`src/sv/ftrl_sqrt.sv`:
```
// Iterative integer square root, one result bit per cycle.
module ftrl_sqrt (
  input  logic        clk_i,
  input  logic        rst_ni,
  input  logic        start_i,
  input  logic [63:0] value_i,
  output logic        done_o,
  output logic [31:0] root_o
);
  logic [63:0] val_q;
  logic [33:0] rem_q;
  logic [31:0] root_q;
  logic [4:0]  cnt_q;
  logic        busy_q;
  logic        done_q;
  logic [33:0] rem_sh;
  logic [33:0] trial;

  // One digit of the restoring root recurrence.
  assign rem_sh = {rem_q[31:0], val_q[63:62]};
  assign trial  = {root_q, 2'b01};

  // Control: count 32 steps after start.
  always_ff @(posedge clk_i or negedge rst_ni) begin
    if (!rst_ni) begin
      busy_q <= 1'b0;
      done_q <= 1'b0;
      cnt_q  <= '0;
    end else begin
      done_q <= 1'b0;
      if (start_i) begin
        busy_q <= 1'b1;
        cnt_q  <= '0;
      end else if (busy_q) begin
        cnt_q <= cnt_q + 5'd1;
        if (cnt_q == 5'd31) begin
          busy_q <= 1'b0;
          done_q <= 1'b1;
        end
      end
    end
  end

  // Datapath.
  always_ff @(posedge clk_i) begin
    if (start_i) begin
      val_q  <= value_i;
      rem_q  <= '0;
      root_q <= '0;
    end else if (busy_q) begin
      val_q <= {val_q[61:0], 2'b00};
      if (rem_sh >= trial) begin
        rem_q  <= rem_sh - trial;
        root_q <= {root_q[30:0], 1'b1};
      end else begin
        rem_q  <= rem_sh;
        root_q <= {root_q[30:0], 1'b0};
      end
    end
  end

  assign done_o = done_q;
  assign root_o = root_q;

endmodule

```
`config.mk`:
```
export PLATFORM = sky130hd
export DESIGN_NAME = ftrl_sqrt
export DESIGN_NICKNAME = d
export VERILOG_FILES = /design/src/sv/ftrl_sqrt.sv
export SDC_FILE = /design/constraint.sdc
export NUM_CORES = 1
export LEC_CHECK = 0
export CORE_MARGIN = 2
export CORE_UTILIZATION = 64
export CTS_BUF_LIST = sky130_fd_sc_hd__clkbuf_16
export DETAILED_ROUTE_END_ITERATION = 6
export DONT_BUFFER_PORTS = 1
export PLACE_DENSITY_LB_ADDON = 0.08
export SYNTH_ARGS = -nofsm -noshare
export SYNTH_HDL_FRONTEND = slang
export SYNTH_SLANG_ARGS = --single-unit
```
`constraint.sdc`:
```
create_clock -name clk_i -period 3.5 [get_ports clk_i]
set_input_delay 0.35 -clock clk_i [delete_from_list [all_inputs] [get_ports clk_i]]
set_output_delay 0.35 -clock clk_i [all_outputs]
set_load 0.03 [all_outputs]
```
### Yosys cells after proc, flatten, opt, wreduce, memory -nomap -nowiden

Cells that the tools add are included.

* flip-flop bits (word level): 135
* logic and storage cells: 23

* mux-type cells: 12
* equal/unequal tests: 1
* reductions and logical operators: 1
* $add $sub $neg: 2
* order comparisons: 1

Operators with widths (number)
* 64-bit two-way mux: 2
* 34-bit greater-or-equal comparator: 1
* 32-bit two-way mux: 1
* 32-bit subtractor: 1
* 5-bit two-way mux: 2
* 1-bit two-way mux: 7
* 5-bit by 1-bit adder with 5-bit output (second input constant): 1
* 5-bit equality test (second input constant): 1
* 2-bit nonzero test: 1

### Logic depth before layout (Yosys ltp)

* depth after elaboration: 4
* mapped depth: 13

### Worst setup path before layout

OpenSTA, ideal clock, no wires.

* kind: reg2reg
* from: register root_q[9] (netlist: root_o[9])
* to: register rem_q[15]
* slack: 0.603 ns
* library setup time: 0.137 ns
* stages on the path, launching flop included: 13
* path buffers: 2
* arrival: 2.760 ns
* required time: 3.363 ns
* cells stage by stage: dfxtp_1 > inv_1 > ha_1 > nand2_1 > or3_1 > a21o_1 > a211oi_2 > a21oi_2 > a31oi_4 > buf_6 > buf_12 > mux2i_1 > a211oi_1

* cells in the longest elaborated chain, start to end: 2
* elaborated cells on any way between the ends: 3
* those cells by class: add/sub: 1; order compare: 1; mux: 1

RTL lines
* start, declared: RTL line 12 `logic [31:0] root_q;`
* start signal, assigned: RTL line 54 `root_q <= {root_q[30:0], 1'b1};`
* start signal, assigned: RTL line 57 `root_q <= {root_q[30:0], 1'b0};`
* 32-bit subtractor or 34-bit greater-or-equal comparator (tied branches): RTL line 53, 52
* 32-bit two-way mux (*): RTL line 52 `if (rem_sh >= trial) begin`
* end signal, assigned: RTL line 53 `rem_q <= rem_sh - trial;`
* end signal, assigned: RTL line 56 `rem_q <= rem_sh;`
* end, declared: RTL line 11 `logic [33:0] rem_q;`

Every way passes the cells marked *; elsewhere a longest branch is shown, timed or not.
A chain may end at the register's enable or synchronous reset.

### Worst setup path in the final report

* from: register root_q[5] (netlist: root_o[5])
* to: register rem_q[7]

Same word-level chain as after synthesis.

==> impl_metrics.toml <==
[yosys]
synth-edff-count = 64
synth_seq_cells = 135
async_flop_share = 0.0519
ys_types = 58
ys_seq_area_frac = 0.450
syn-num-nets = 821
synth_cells = 718
netlist_area_sq_mm = 0.00750
ys_warn_count = 0
ys_dominant_reg_cell = "edfxtp_1"
syn_area_per_cell_sq_um = 10.4

[run_status]
status = "finished clean"

[placement]
hpwlAfterDp_um = 10300
finalWeightedCongestion = 0.883
port_buffers = 0
dpl_cell_area_sq_mm = 0.00774

[pwr]
switching_share = 0.370
ir_worst_vdd_v = 0.000433
power_leakage_nw = 3.62
powerDensity_mw_per_mm2 = 846
p_seq_frac = 0.283
share_comb_of_total_power = 0.470
clkPwrFrac = 0.246
p_switching_mw = 2.62
intPower_mw = 4.47

[timing]
fmax_ghz = 0.314
setup_viol = 0
tightest_slew_ns = 0.787
skew_ns = 0.0117
relSlewSlack = 0.470
finalHoldViolations = 0
slew_viol_final = 0
fin_crit_ns = 3.18
rsz0062_at_grt = "false"
fin_setup_tns_ns = 0
finalCritPeriodShare = 0.909

[worst_setup_path]
reg2reg_depth = 11
crit_required_ns = 3.79
cp-start-kind = "register"
reg2reg_slack_ns = 0.32
worstPathMaxFanout = 16
reg2reg_to = "rem_q[7]"
crit_type = "reg -> reg"
arrival_ns = 3.47
rr_startpoint = "root_o[5]"
crit_path_start = "root_o[5]"
end_kind = "register"
critPathCapture = "rem_q[7]"

[clocking]
cts_root_buffer = "clkbuf_16"
clk_latency_ns = 0.43
clkTransAtPathRegs_ns = 0.06
cts_tree = "done"
h-tree-depth = 4
cts_resized = 0
numCtsBuffers = 17
cts_buffer_depth = 2
cts.sinks = 135

[job]
drv_cap = 0

[floorplan]
core_sq_mm = 0.0114
start_util = 0.657
ios = 100
die_h_um = 112
row_count = 39
die_w_um = 112
die_area_sq_mm = 0.0126

[finish]
final_nets = 840
finish.utilization = 0.734
multi_input_area_sq_mm = 0.00377
n_fill_cell = 837
syn_to_final_growth_pct = 11.8
drive_above_1_share = 0.180
antenna_cells = 0
postLayoutCellArea_sq_mm = 0.00838
regArea_sq_mm = 0.00338

[detailed_routing]
wl_um = 15600
drc_errors = 0
dr_total_vias = 5410
vias_per_cell = 6.06
final_antenna_net_count = 0
avgRoutedWirePerCell_um = 17.4
drt_iter0_drc = 371
dr.pass1.iters = 4

[global_route]
grt_pass1_wl_um = 25800
antenna_found_initial = 0
grt_use_total = 0.254
gr-total-overflow = 0
grt_max_degree = 119
grt_pass1_vias = 5394

[worst_hold_path]
hp-class = "in -> reg"
holdPathStages = 1
-- worst min path at each step --
stage                 to  slack (ns)  startpoint
3_3_place_gp    cnt_q[0]        0.05      rst_ni
6_report       rem_q[15]        0.01     start_i
3_5_place_dp    cnt_q[0]        0.05      rst_ni
5_1_grt        rem_q[15]     -0.0003     start_i
2_1_floorplan     busy_q        0.05      rst_ni
4_1_cts        root_o[6]       0.001     start_i
-- cells by family (layout without fill, tap and decap cells) --
family                   after synthesis  count (layout)  synth area share
multiplexers                         120             120             0.171
AND/OR/NAND/NOR                      180             180             0.115
XOR/XNOR                              30              30            0.0350
adder cells (fa/ha/maj)               36              36            0.0600
buffers and inverters                 83             115            0.0469
flip-flops                           135             135             0.450
AO/OA/AOI/OAI                        134             134             0.123
-- layer usage --
metal,global-route usage,share of wire,vias to the layer above
met5,0,0,-
met4,0.109,0.023,0
met3,0.0740,0.067,31
met2,0.417,0.47,168
met1,0.316,0.44,2562
li1,-,-,2649
-- metrics by stage --
| step | worst slack [ns] | power, mW | hold WS [ns] | instances |
|---|---|---|---|---|
| after global routing | 0.0275 | 7.50 | -0.000329 | 893 |
| final | 0.318 | 7.09 | 0.0125 | 893 |
| after global placement | 0.422 | 5.18 | 0.0548 | 854 |
| after detailed placement | 0.309 | 5.28 | 0.0549 | 854 |
| after CTS | 0.281 | 7.07 | 0.00131 | 891 |
| after floorplan | 0.603 | 4.79 | 0.0544 | 718 |
-- power groups by stage --
stage          sequential, mW  clock [mW]  combinational [mW]
3_5_place_dp             2.03           0                3.25
2_1_floorplan            2.02           0                2.77
4_1_cts                  2.01        1.77                3.30
3_3_place_gp             2.03           0                3.15
6_report                 2.01        1.75                3.34
5_1_grt                  2.03        1.82                3.65
-- area by class of cell --
| type | count | area share |
|---|---|---|
| Clock buffer | 17 | 0.0507 |
| Inverter | 44 | 0.0197 |
| Multi-Input combinational cell | 500 | 0.450 |
| Tap cell | 143 | 0.0213 |
| Clock inverter | 15 | 0.0179 |
| Sequential cell | 135 | 0.403 |
| Timing Repair Buffer | 39 | 0.0370 |
-- critical path: stages, from the launching register on --
cell and delay (ns):
dfxtp_1 0.33, inv_1 0.05, ha_1 0.41, nand4_1 0.17
a211oi_1 0.36, nor4b_1 0.14, a211oi_2 0.34, a21oi_2 0.16
a31oi_4 0.45, buf_4 0.32, mux2i_1 0.22, a211oi_1 0.09
-- cells in the mapped netlist, types with 6 or more instances --
master,count,share of area
nor2_1,83,0.042
mux2i_1,57,0.076
o21ai_0,18,0.012
inv_1,44,0.022
buf_1,6,0.0030
clkbuf_1,25,0.013
ha_1,36,0.060
o21a_1,6,0.0060
nand3_1,8,0.0053
a21o_1,13,0.013
dfrtp_1,7,0.023
nand2_1,26,0.013
nand2b_1,11,0.0092
xor2_1,8,0.0093
nand4_1,11,0.0092
nor3_1,9,0.0060
a211oi_1,25,0.025
xnor2_1,22,0.026
mux2_2,63,0.095
dfxtp_1,64,0.17
o21bai_1,6,0.0060
a21oi_1,30,0.020
edfxtp_1,64,0.26
-- what timing repair did --
item / 4_1_cts / 5_1_grt
setup buffers: 0 / 0
endpoints found under the setup margin: 0 / 2
hold buffers: 5 / 2
endpoints found under the hold margin: 23 / 2
-- state kept, by name, summed over array words and instances (netlist names) --
name and count:
val_q 64, busy_q 1, root_o 32, rem_q 32
cnt_q 5, done_o 1
-- cells in the final DEF, fill, tap and decap left out, drive strengths merged, types with 17 or more instances in the layout --
cell type / n
a211oi: 26
a21oi: 31
buf: 32
clkbuf: 17
dfxtp: 64
edfxtp: 64
ha: 36
inv: 48
mux2: 63
mux2i: 57
nand2: 26
nor2: 83
o21ai: 19
xnor2: 22
Power figures use the tool's default switching activity.
