==> config.mk <==
export PLATFORM = sky130hd
export DESIGN_NAME = ftrl_div
export DESIGN_NICKNAME = d
export VERILOG_FILES = /design/src/sv/ftrl_pkg.sv /design/src/sv/ftrl_div.sv
export SDC_FILE = /design/constraint.sdc
export NUM_CORES = 1
export LEC_CHECK = 0
export BUFFER_PORTS_ARGS = -buffer_cell sky130_fd_sc_hd__buf_4
export CORE_MARGIN = 2
export CORE_UTILIZATION = 62
export DETAILED_ROUTE_END_ITERATION = 6
export GPL_TIMING_DRIVEN = 0
export PLACE_DENSITY = 0.87
export SLEW_MARGIN = 20
export SYNTH_ARGS = -nofsm -noshare
export SYNTH_HDL_FRONTEND = slang
export SYNTH_SLANG_ARGS = --single-unit
==> constraint.sdc <==
create_clock -name clk_i -period 8.3 [get_ports clk_i]
set_input_delay 0.83 -clock clk_i [delete_from_list [all_inputs] [get_ports clk_i]]
set_output_delay 0.83 -clock clk_i [all_outputs]
set_load 0.02 [all_outputs]
==> src/sv/ftrl_pkg.sv <==
// Package with the item types and fixed constants of the FTRL weight update unit.
package ftrl_pkg;

  // One input item.
  typedef struct packed {
    logic               op;
    logic [11:0]        feature;
    logic signed [31:0] gradient;
  } in_item_t;

  // One result item.
  typedef struct packed {
    logic signed [31:0] weight;
    logic               saturated;
  } out_item_t;

  // One table entry: accumulator, squared-gradient sum and weight.
  typedef struct packed {
    logic signed [31:0] z;
    logic [47:0]        n;
    logic signed [31:0] w;
  } entry_t;

  // Operation codes.
  localparam logic OP_RECOMPUTE = 1'b0;
  localparam logic OP_GRADIENT  = 1'b1;

  // Configuration register indexes.
  localparam logic [1:0] REG_ALPHA = 2'd0;
  localparam logic [1:0] REG_BETA  = 2'd1;
  localparam logic [1:0] REG_L1    = 2'd2;
  localparam logic [1:0] REG_L2    = 2'd3;

  // Width of the shared divider operands.
  localparam int unsigned DivW = 50;

  // Caps and limits.
  localparam logic [40:0] MagCap = 41'h100_0000_0000;
  localparam logic [47:0] SumMax = 48'hFFFF_FFFF_FFFF;

endpackage

==> src/sv/ftrl_div.sv <==
// Iterative restoring unsigned divider, one quotient bit per cycle.
module ftrl_div (
  input  logic                       clk_i,
  input  logic                       rst_ni,
  input  logic                       start_i,
  input  logic [ftrl_pkg::DivW-1:0]  dividend_i,
  input  logic [ftrl_pkg::DivW-1:0]  divisor_i,
  output logic                       done_o,
  output logic [ftrl_pkg::DivW-1:0]  quotient_o
);
  import ftrl_pkg::*;

  localparam int unsigned CntW = $clog2(DivW);

  logic [DivW:0]   rem_q;
  logic [DivW-1:0] quo_q;
  logic [DivW-1:0] dsr_q;
  logic [CntW-1:0] cnt_q;
  logic            busy_q;
  logic            done_q;
  logic [DivW:0]   rem_sh;

  assign rem_sh = {rem_q[DivW-1:0], quo_q[DivW-1]};

  // Control: DivW steps after start.
  always_ff @(posedge clk_i or negedge rst_ni) begin
    if (!rst_ni) begin
      busy_q <= 1'b0;
      done_q <= 1'b0;
      cnt_q  <= '0;
    end else begin
      done_q <= 1'b0;
      if (start_i) begin
        busy_q <= 1'b1;
        cnt_q  <= '0;
      end else if (busy_q) begin
        cnt_q <= cnt_q + CntW'(1);
        if (cnt_q == CntW'(DivW - 1)) begin
          busy_q <= 1'b0;
          done_q <= 1'b1;
        end
      end
    end
  end

  // Datapath: the dividend shifts out of the quotient register.
  always_ff @(posedge clk_i) begin
    if (start_i) begin
      rem_q <= '0;
      quo_q <= dividend_i;
      dsr_q <= divisor_i;
    end else if (busy_q) begin
      if (rem_sh >= {1'b0, dsr_q}) begin
        rem_q <= rem_sh - {1'b0, dsr_q};
        quo_q <= {quo_q[DivW-2:0], 1'b1};
      end else begin
        rem_q <= rem_sh;
        quo_q <= {quo_q[DivW-2:0], 1'b0};
      end
    end
  end

  assign done_o     = done_q;
  assign quotient_o = quo_q;

endmodule

# Word-level counts from Yosys, hierarchy flattened
# Cells that the tools add are included.
# word_totals
out_inout_bits	51
word_cells	23
register_bits	158
input_bits	103
# classes
magnitude_cmp	1
muxes	12
n_addsub	2
reduce_logical	1
eq_ne	1
# ops
operator	n
$mux W50	3
$ge A51 B50 Y1	1
$sub A50 B50 Y50	1
$mux W6	2
$mux W1	7
$add A6 B1 Y6 const B	1
$eq A6 B6 Y1 const B	1
$reduce_bool A2 Y1	1

# Logic depth before layout (Yosys ltp)
# Gate-level depths: netlist of run 1.
# depth
depth_word	4
depth_mapped	15
ltp_nobuf	14

# Least setup slack after synthesis of run 1
# OpenSTA, ideal clock, no wires.
# synth_path
path_type	register to register
from	register quo_q[49], in the netlist quotient_o[49]
to	register rem_q[46]
setup_slack_ns	5.000
synth_period_minus_slack_ns	3.300
stages_incl_launch_ff	15
arrival_time_ns	3.209
t_required_ns	8.209
setup_ns	0.091
path_buffers	0
cell_sequence	edfxtp_1 -> inv_1 -> ha_1 -> inv_1 -> fa_1 -> a21o_1 -> a221o_1 -> a221oi_1 -> a211oi_2 -> a31oi_4 -> o31ai_4 -> a311oi_2 -> xnor2_1 -> nand2_1 -> a311oi_1
# synth_via
elab_chain_len	2
elab_cells_between_ends	3
classes_between	add/sub (1); order compare (1); mux (1)
# synth_lines
element	line	source
start, declared	ftrl_div.sv:16	logic [DivW-1:0] quo_q;
start signal, assigned	ftrl_div.sv:50	quo_q <= dividend_i;
start signal, assigned	ftrl_div.sv:55	quo_q <= {quo_q[DivW-2:0], 1'b1};
start signal, assigned	ftrl_div.sv:58	quo_q <= {quo_q[DivW-2:0], 1'b0};
$sub A50 B50 Y50 / $ge A51 B50 Y1 (equally long branches)	ftrl_div.sv:54, ftrl_div.sv:53	
$mux W50 *	ftrl_div.sv:53	if (rem_sh >= {1'b0, dsr_q}) begin
end signal, assigned	ftrl_div.sv:54	rem_q <= rem_sh - {1'b0, dsr_q};
end signal, assigned	ftrl_div.sv:57	rem_q <= rem_sh;
end, declared	ftrl_div.sv:15	logic [DivW:0] rem_q;
# Every way passes the cells marked *; elsewhere a longest branch is shown, timed or not.
# A chain may end at the register's enable or synchronous reset.

# Final worst setup path of run 1
# layout_path
from	register quo_q[49], in the netlist quotient_o[49]
to	register rem_q[40]
# The elaborated chain is that of the path after synthesis.

==> metrics.txt, run 1 <==
largest net degree at the start of global routing=52; Crit Path Class=register to register; initial DRC count=916; RSZ-0062 raised after global routing=no; crit path from=quotient_o[49]; Worst-path clk slew=0.07 ns; first-pass GRT wire length=40000 µm; Yosys warning count=0; Die Span Y=127 µm; Post-Syn Area=9340 µm²; Synth Flop Type=edfxtp_1; r2r startpoint=quotient_o[49]; share of cells above drive strength 1=25.1%; area share of and/or/nand/nor cells after synthesis=13.6%; worst-skew pair later-pin latency=0.45 ns; TritonCTS clock tree=done; clk_skew=0.00885 ns; status=complete, no violations; DPL Wire Length=18300 µm; Area growth syn-to-layout=21.1%; CP required=8.65 ns; Setup TNS=0 ns; CORE AREA=14600 µm²; Longest Clk Path Bufs=2; Avg Inst Size Synth=9.98 µm²; combinational family with the most area after synthesis=compound AO/OA/AOI/OAI gates; post-layout util=77.2%; Final nets=1265; Hold Path Class=input port to async pin; Max-slew headroom=43.3%; Post-Syn Nets=1092; post-synthesis mux area share=6.89%; total design power=3.47 mW; initial antenna violation count=0; Die Wd=127 µm; Post-CTS Setup Bufs=0; flops & latches, synth=158; TritonCTS buffer count=17; Inst Count DP=1274; Post-Layout Cell Count=1306; vias in the first global route=7880; Tcrit/Tclk final=48.3%; Worst Path Arrival=4.36 ns; buffers added on ports=153; ANT nets after route=0; GRT Total Usage=31.8%; Rows=44; effective utilization at floorplan=63.8%; Max Fclk=0.249 GHz; antenna cell count=0; Hold Slack=0.191 ns; Final Hold Vio Count=0; CP Max Fanout=5; crit end category=register; IO Pins=154; total gr overflow=0; vias=8036; xor and xnor area share after synthesis=4.31%; WL final=25300 µm; final slew viol count=0; Pleak=4.82 nW; worst slew pin tran=0.848 ns; RD Place Congestion=0.976; htree depth=4; Mapped Cells=936; via density per instance=6.15; post-cts sizing count=0; Max rail drop VDD=0.000211 V; Initial DRT Pass Iterations=5; sequential area share after synthesis=45.0%; Sink Count=158; complex-gate fraction of the synthesized area=17.9%; Distinct cells, synth=75; die area=16100 µm²; hold buffer count at cts=0; DRC violations left=0; routed wire length per instance=19.4 µm; root buffer cell=clkbuf_16; Post-synth ARST share=5.06%; Worst R2R Path Depth=14; shortest clock period the worst path allows after layout=4.01 ns; reported max-cap violation count=0; PD cells=307 nW/µm²; EDFF count, synth=100; Critical Path Start Type=register; final-report setup violation count=0; post-synthesis adder-cell area fraction=7.18%
[path summary, 6_finish.rpt]
path / slack, ns / end
max in group asynchronous: 7.98 / cnt_q[4]
worst min-delay path: 0.19 / cnt_q[0]
worst max-delay path: 4.29 / rem_q[40]
worst max register to register: 4.29 / rem_q[40]
min in group clk_i: 0.50 / rem_q[42]
worst min register to register: 0.50 / rem_q[42]
[cells in the mapped netlist (3+ instances only)]
master	instances	area share, %
nor2b_1	4	0.27
nand4_1	15	1.0
o21bai_1	10	0.80
a21oi_1	58	3.1
xor2_1	18	1.7
clkbuf_1	33	1.3
ha_1	52	7.0
edfxtp_1	100	32
nand2b_1	4	0.27
mux2_2	50	6.0
o311a_1	3	0.32
buf_6	3	0.36
dfxtp_1	50	11
mux2i_1	8	0.86
a21o_1	19	1.5
o21a_1	5	0.40
or3_1	4	0.27
a311oi_1	33	3.1
nor3_1	14	0.75
o31ai_4	4	0.91
dfrtp_1	8	2.1
and3_1	7	0.47
buf_2	10	0.54
o2111ai_1	3	0.28
o21ai_1	6	0.32
o21ai_0	30	1.6
nor2_1	81	3.3
o31ai_1	3	0.24
xnor2_1	28	2.6
o211ai_1	6	0.48
a311oi_2	3	0.48
a31oi_1	6	0.40
nor3b_1	3	0.24
nand2_1	118	4.7
and2_1	3	0.20
a211oi_1	9	0.72
inv_1	64	2.6
buf_4	3	0.24
nand3_1	14	0.75
[cells in the final DEF, fill, tap and decap left out, types with 7 or more instances in the layout]
cell type and instances:
a211oi_1 9, a21o_1 19, a21oi_1 58, a311oi_1 33
and3_1 7, buf_2 10, buf_4 156, clkbuf_1 33
clkbuf_16 17, dfrtp_1 8, dfxtp_1 50, edfxtp_1 100
ha_1 52, inv_1 63, mux2_2 50, mux2i_1 8
nand2_1 118, nand3_1 14, nand4_1 15, nor2_1 81
nor3_1 14, o21ai_0 30, o21bai_1 10, xnor2_1 28
xor2_1 18
[per-stage QoR]
stage	setup WS (ns)	cell area, µm²
after floorplan	5.00	9340
after global placement	4.27	10700
after detailed placement	4.49	10700
after CTS	4.39	11300
after global routing	4.16	11300
final	4.29	11300
[registers in the layout, indices dropped and copies added (netlist names)]
name	cells
cnt_q	6
quotient_o	50
done_o	1
busy_q	1
dsr_q	50
rem_q	50
[layer usage]
metal / share of wire, % / track usage (%) / vias up
met4: 2.6 / 11.7 / 0
met3: 9.0 / 8.98 / 55
li1: - / - / 3750
met1: 39 / 39.2 / 3810
met2: 49 / 53.6 / 421
met5: 0 / 0 / -
[power breakdown]
group	switching, mW	leakage (nW)	internal (mW)
sequential	0.124	1.53	0.996
clock	0.366	0.279	0.398
combinational	0.946	3.01	0.643
total	1.44	4.82	2.04
[cell type report]
cell class                 count  area (µm²)
inverter                      65         244
sequential                   158        4200
multi-input combinational    663        4660
buffer                        50         234
timing repair buffer         154        1180
clock inverter                15         136
tap                          184         230
fill                         974        3340
clock buffer                  17         425
[cell families (layout without fill, tap and decap cells)]
group / count (synthesis) / count (layout)
buf+inv: 115 / 301
flops: 158 / 158
fa+ha+maj: 53 / 53
mux: 58 / 58
compound gates: 225 / 225
xor+xnor: 46 / 46
simple gates: 281 / 281
[critical path, stage by stage, from the launching register on]
cell and delay [ns]:
edfxtp_1 0.50, inv_1 0.13, ha_1 0.22, inv_1 0.08
fa_1 0.43, a21o_1 0.23, a221o_1 0.41, a221oi_1 0.37
a211oi_2 0.19, a31oi_4 0.33, o31ai_4 0.13, a21oi_2 0.36
xnor2_1 0.16, nand2_1 0.08, a311oi_1 0.28
Power figures use the tool's default switching activity.
==> run 2: changes to the inputs <==
- CORE_UTILIZATION: 62 -> 57
- PLACE_DENSITY: 0.87 -> 0.81
- clock period: 8.3 -> 4.15 ns (I/O delays scaled with it)
==> metrics.txt, run 2 (synthesis results as in run 1) <==
Crit Path Class=register to register; Critical path buffers and inverters=2 (unchanged); Hold Path Class=input port to register; via density per instance=5.84 (-5.0%); worst-skew pair later-pin latency=0.44 ns (about the same); IO Pins=154 (unchanged); Max-slew headroom=48.0% (+4.7 points); routed wire length per instance=17.3 µm (-11%); CP max stage cell=edfxtp_1; Critical Path, Cell by Cell=inv_1, ha_1, inv_1, fa_1, a21o_1, a221o_1, a221oi_1, a211oi_2, a31oi_4, o31ai_4, a21oi_2, xnor2_1, nand2_1, a311oi_1; DRC violations left=0 (unchanged); share of cells above drive strength 1=25.1% (about the same); most common cell after layout, fill and taps aside=buf_4; Worst Path Arrival=4.06 ns (-0.30 ns); vias=7826 (-2.6%); initial DRC count=752 (-18%); Die Span Y=132 µm (+4.2%); total design power=6.87 mW (+98%); largest net degree at the start of global routing=52 (unchanged); largest stage delay on the critical path=0.42 ns (-0.08 ns); Top cell by count, worst path=inv_1; TritonCTS clock tree=done; Max rail drop VDD=0.000405 V (+92%); worst slew pin tran=0.778 ns (-0.0698 ns); Area growth syn-to-layout=21.8%; PD cells=604 nW/µm² (+97%); DPL Wire Length=17200 µm (-6.4%); shortest clock period the worst path allows after layout=3.72 ns (-0.284 ns); Setup TNS=0 ns (unchanged); Longest Clk Path Bufs=2 (unchanged); Die Wd=132 µm (+4.2%); reported max-cap violation count=0 (unchanged); CP required=4.49 ns (-4.16 ns); effective utilization at floorplan=58.6% (-5.2 points); crit end category=register; TritonCTS buffer count=17 (unchanged); buffers added on ports=153 (unchanged); total gr overflow=0 (unchanged); GRT Total Usage=26.9% (-4.9 points); post-cts sizing count=0 (unchanged); first-pass GRT wire length=37700 µm (-5.7%); pre-CTS setup slack=0.498 ns (-4.00 ns); RD Place Congestion=0.941 (-3.5%); CORE AREA=15900 µm² (+8.9%); Final nets=1266 (+0.079%); CP delay by family, top=compound AO/OA/AOI/OAI gates; final slew viol count=0 (unchanged); post-layout util=71.3% (-5.9 points); root buffer cell=clkbuf_16; vias in the first global route=7641 (-3.0%); Critical Path Start Type=register; Rows=46 (+4.5%); status=complete, no violations; Worst-path clk slew=0.07 ns (about the same); Max Fclk=0.269 GHz (+7.6%); Tcrit/Tclk final=89.7% (+41 points); die area=17400 µm² (+8.5%); Pleak=4.83 nW (+0.15%); initial antenna violation count=0 (unchanged); final-report setup violation count=0 (unchanged); CP Max Fanout=5 (unchanged); antenna cell count=0 (unchanged); clk_skew=0.0125 ns (+0.00363 ns); Final Hold Vio Count=0 (unchanged); Sink Count=158 (unchanged); RSZ-0062 raised after global routing=no; ANT nets after route=0 (unchanged); final setup margin=0.426 ns (-3.87 ns); commonest cells after routing, fill and taps aside=156 x buf_4, 118 x nand2_1, 100 x edfxtp_1; htree depth=4 (unchanged); WL final=23200 µm (-8.5%); Initial DRT Pass Iterations=5 (unchanged)
[run 2: final cells by class]
cell class              instances  area, µm²
repair buffers                155       1190
clock buffers                  20        457
well taps                     216        270
fillers                      1202       4570
multi-input cells             663       4660
inverters                      65        244
flip-flops and latches        158       4200
plain buffers                  50        234
clock inverters                12        119
[run 2: per-stage QoR]
stage / cell area (µm²) / hold slack, ns / instances
4_1_cts: 11400 / 0.145 / 1339
2_1_floorplan: 9340 / 0.119 / 936
6_report: 11400 / 0.153 / 1339
3_5_place_dp: 10800 / 0.240 / 1306
5_1_grt: 11400 / 0.139 / 1339
3_3_place_gp: 10800 / 0.237 / 1305
[run 2: final timing paths]
kind,from,end,slack (ns),depth (start not counted)
setup / recovery,quotient_o[49],rem_q[40],0.43,14
hold / removal,divisor_i[46],dsr_q[46],0.15,1
setup reg to reg,quotient_o[49],rem_q[40],0.43,14
hold reg to reg,rem_q[38],rem_q[38],0.48,2
max in group asynchronous,rst_ni,busy_q,3.68,2
min in group asynchronous,rst_ni,cnt_q[1],0.34,2
[run 2: routing by layer]
layer  track usage [%]  share of wire [%]
met1              33.8                 42
met3              7.19                7.4
met4              8.51                2.1
met5                 0                  0
met2              45.3                 49
[run 2: timing repair]
| action | 4_1_cts | 5_1_grt |
|---|---|---|
| hold endpoints to repair | 8 | 0 |
| hold buffers | 1 | 0 |
| buffers inserted | 0 | 0 |
| endpoints found under the setup margin | 0 | 0 |
[run 2: report_power, final]
group / switching (mW) / internal (mW) / leakage (nW)
Clock: 0.704 / 0.827 / 0.282
Combinational: 1.82 / 1.28 / 3.02
Sequential: 0.245 / 1.99 / 1.53
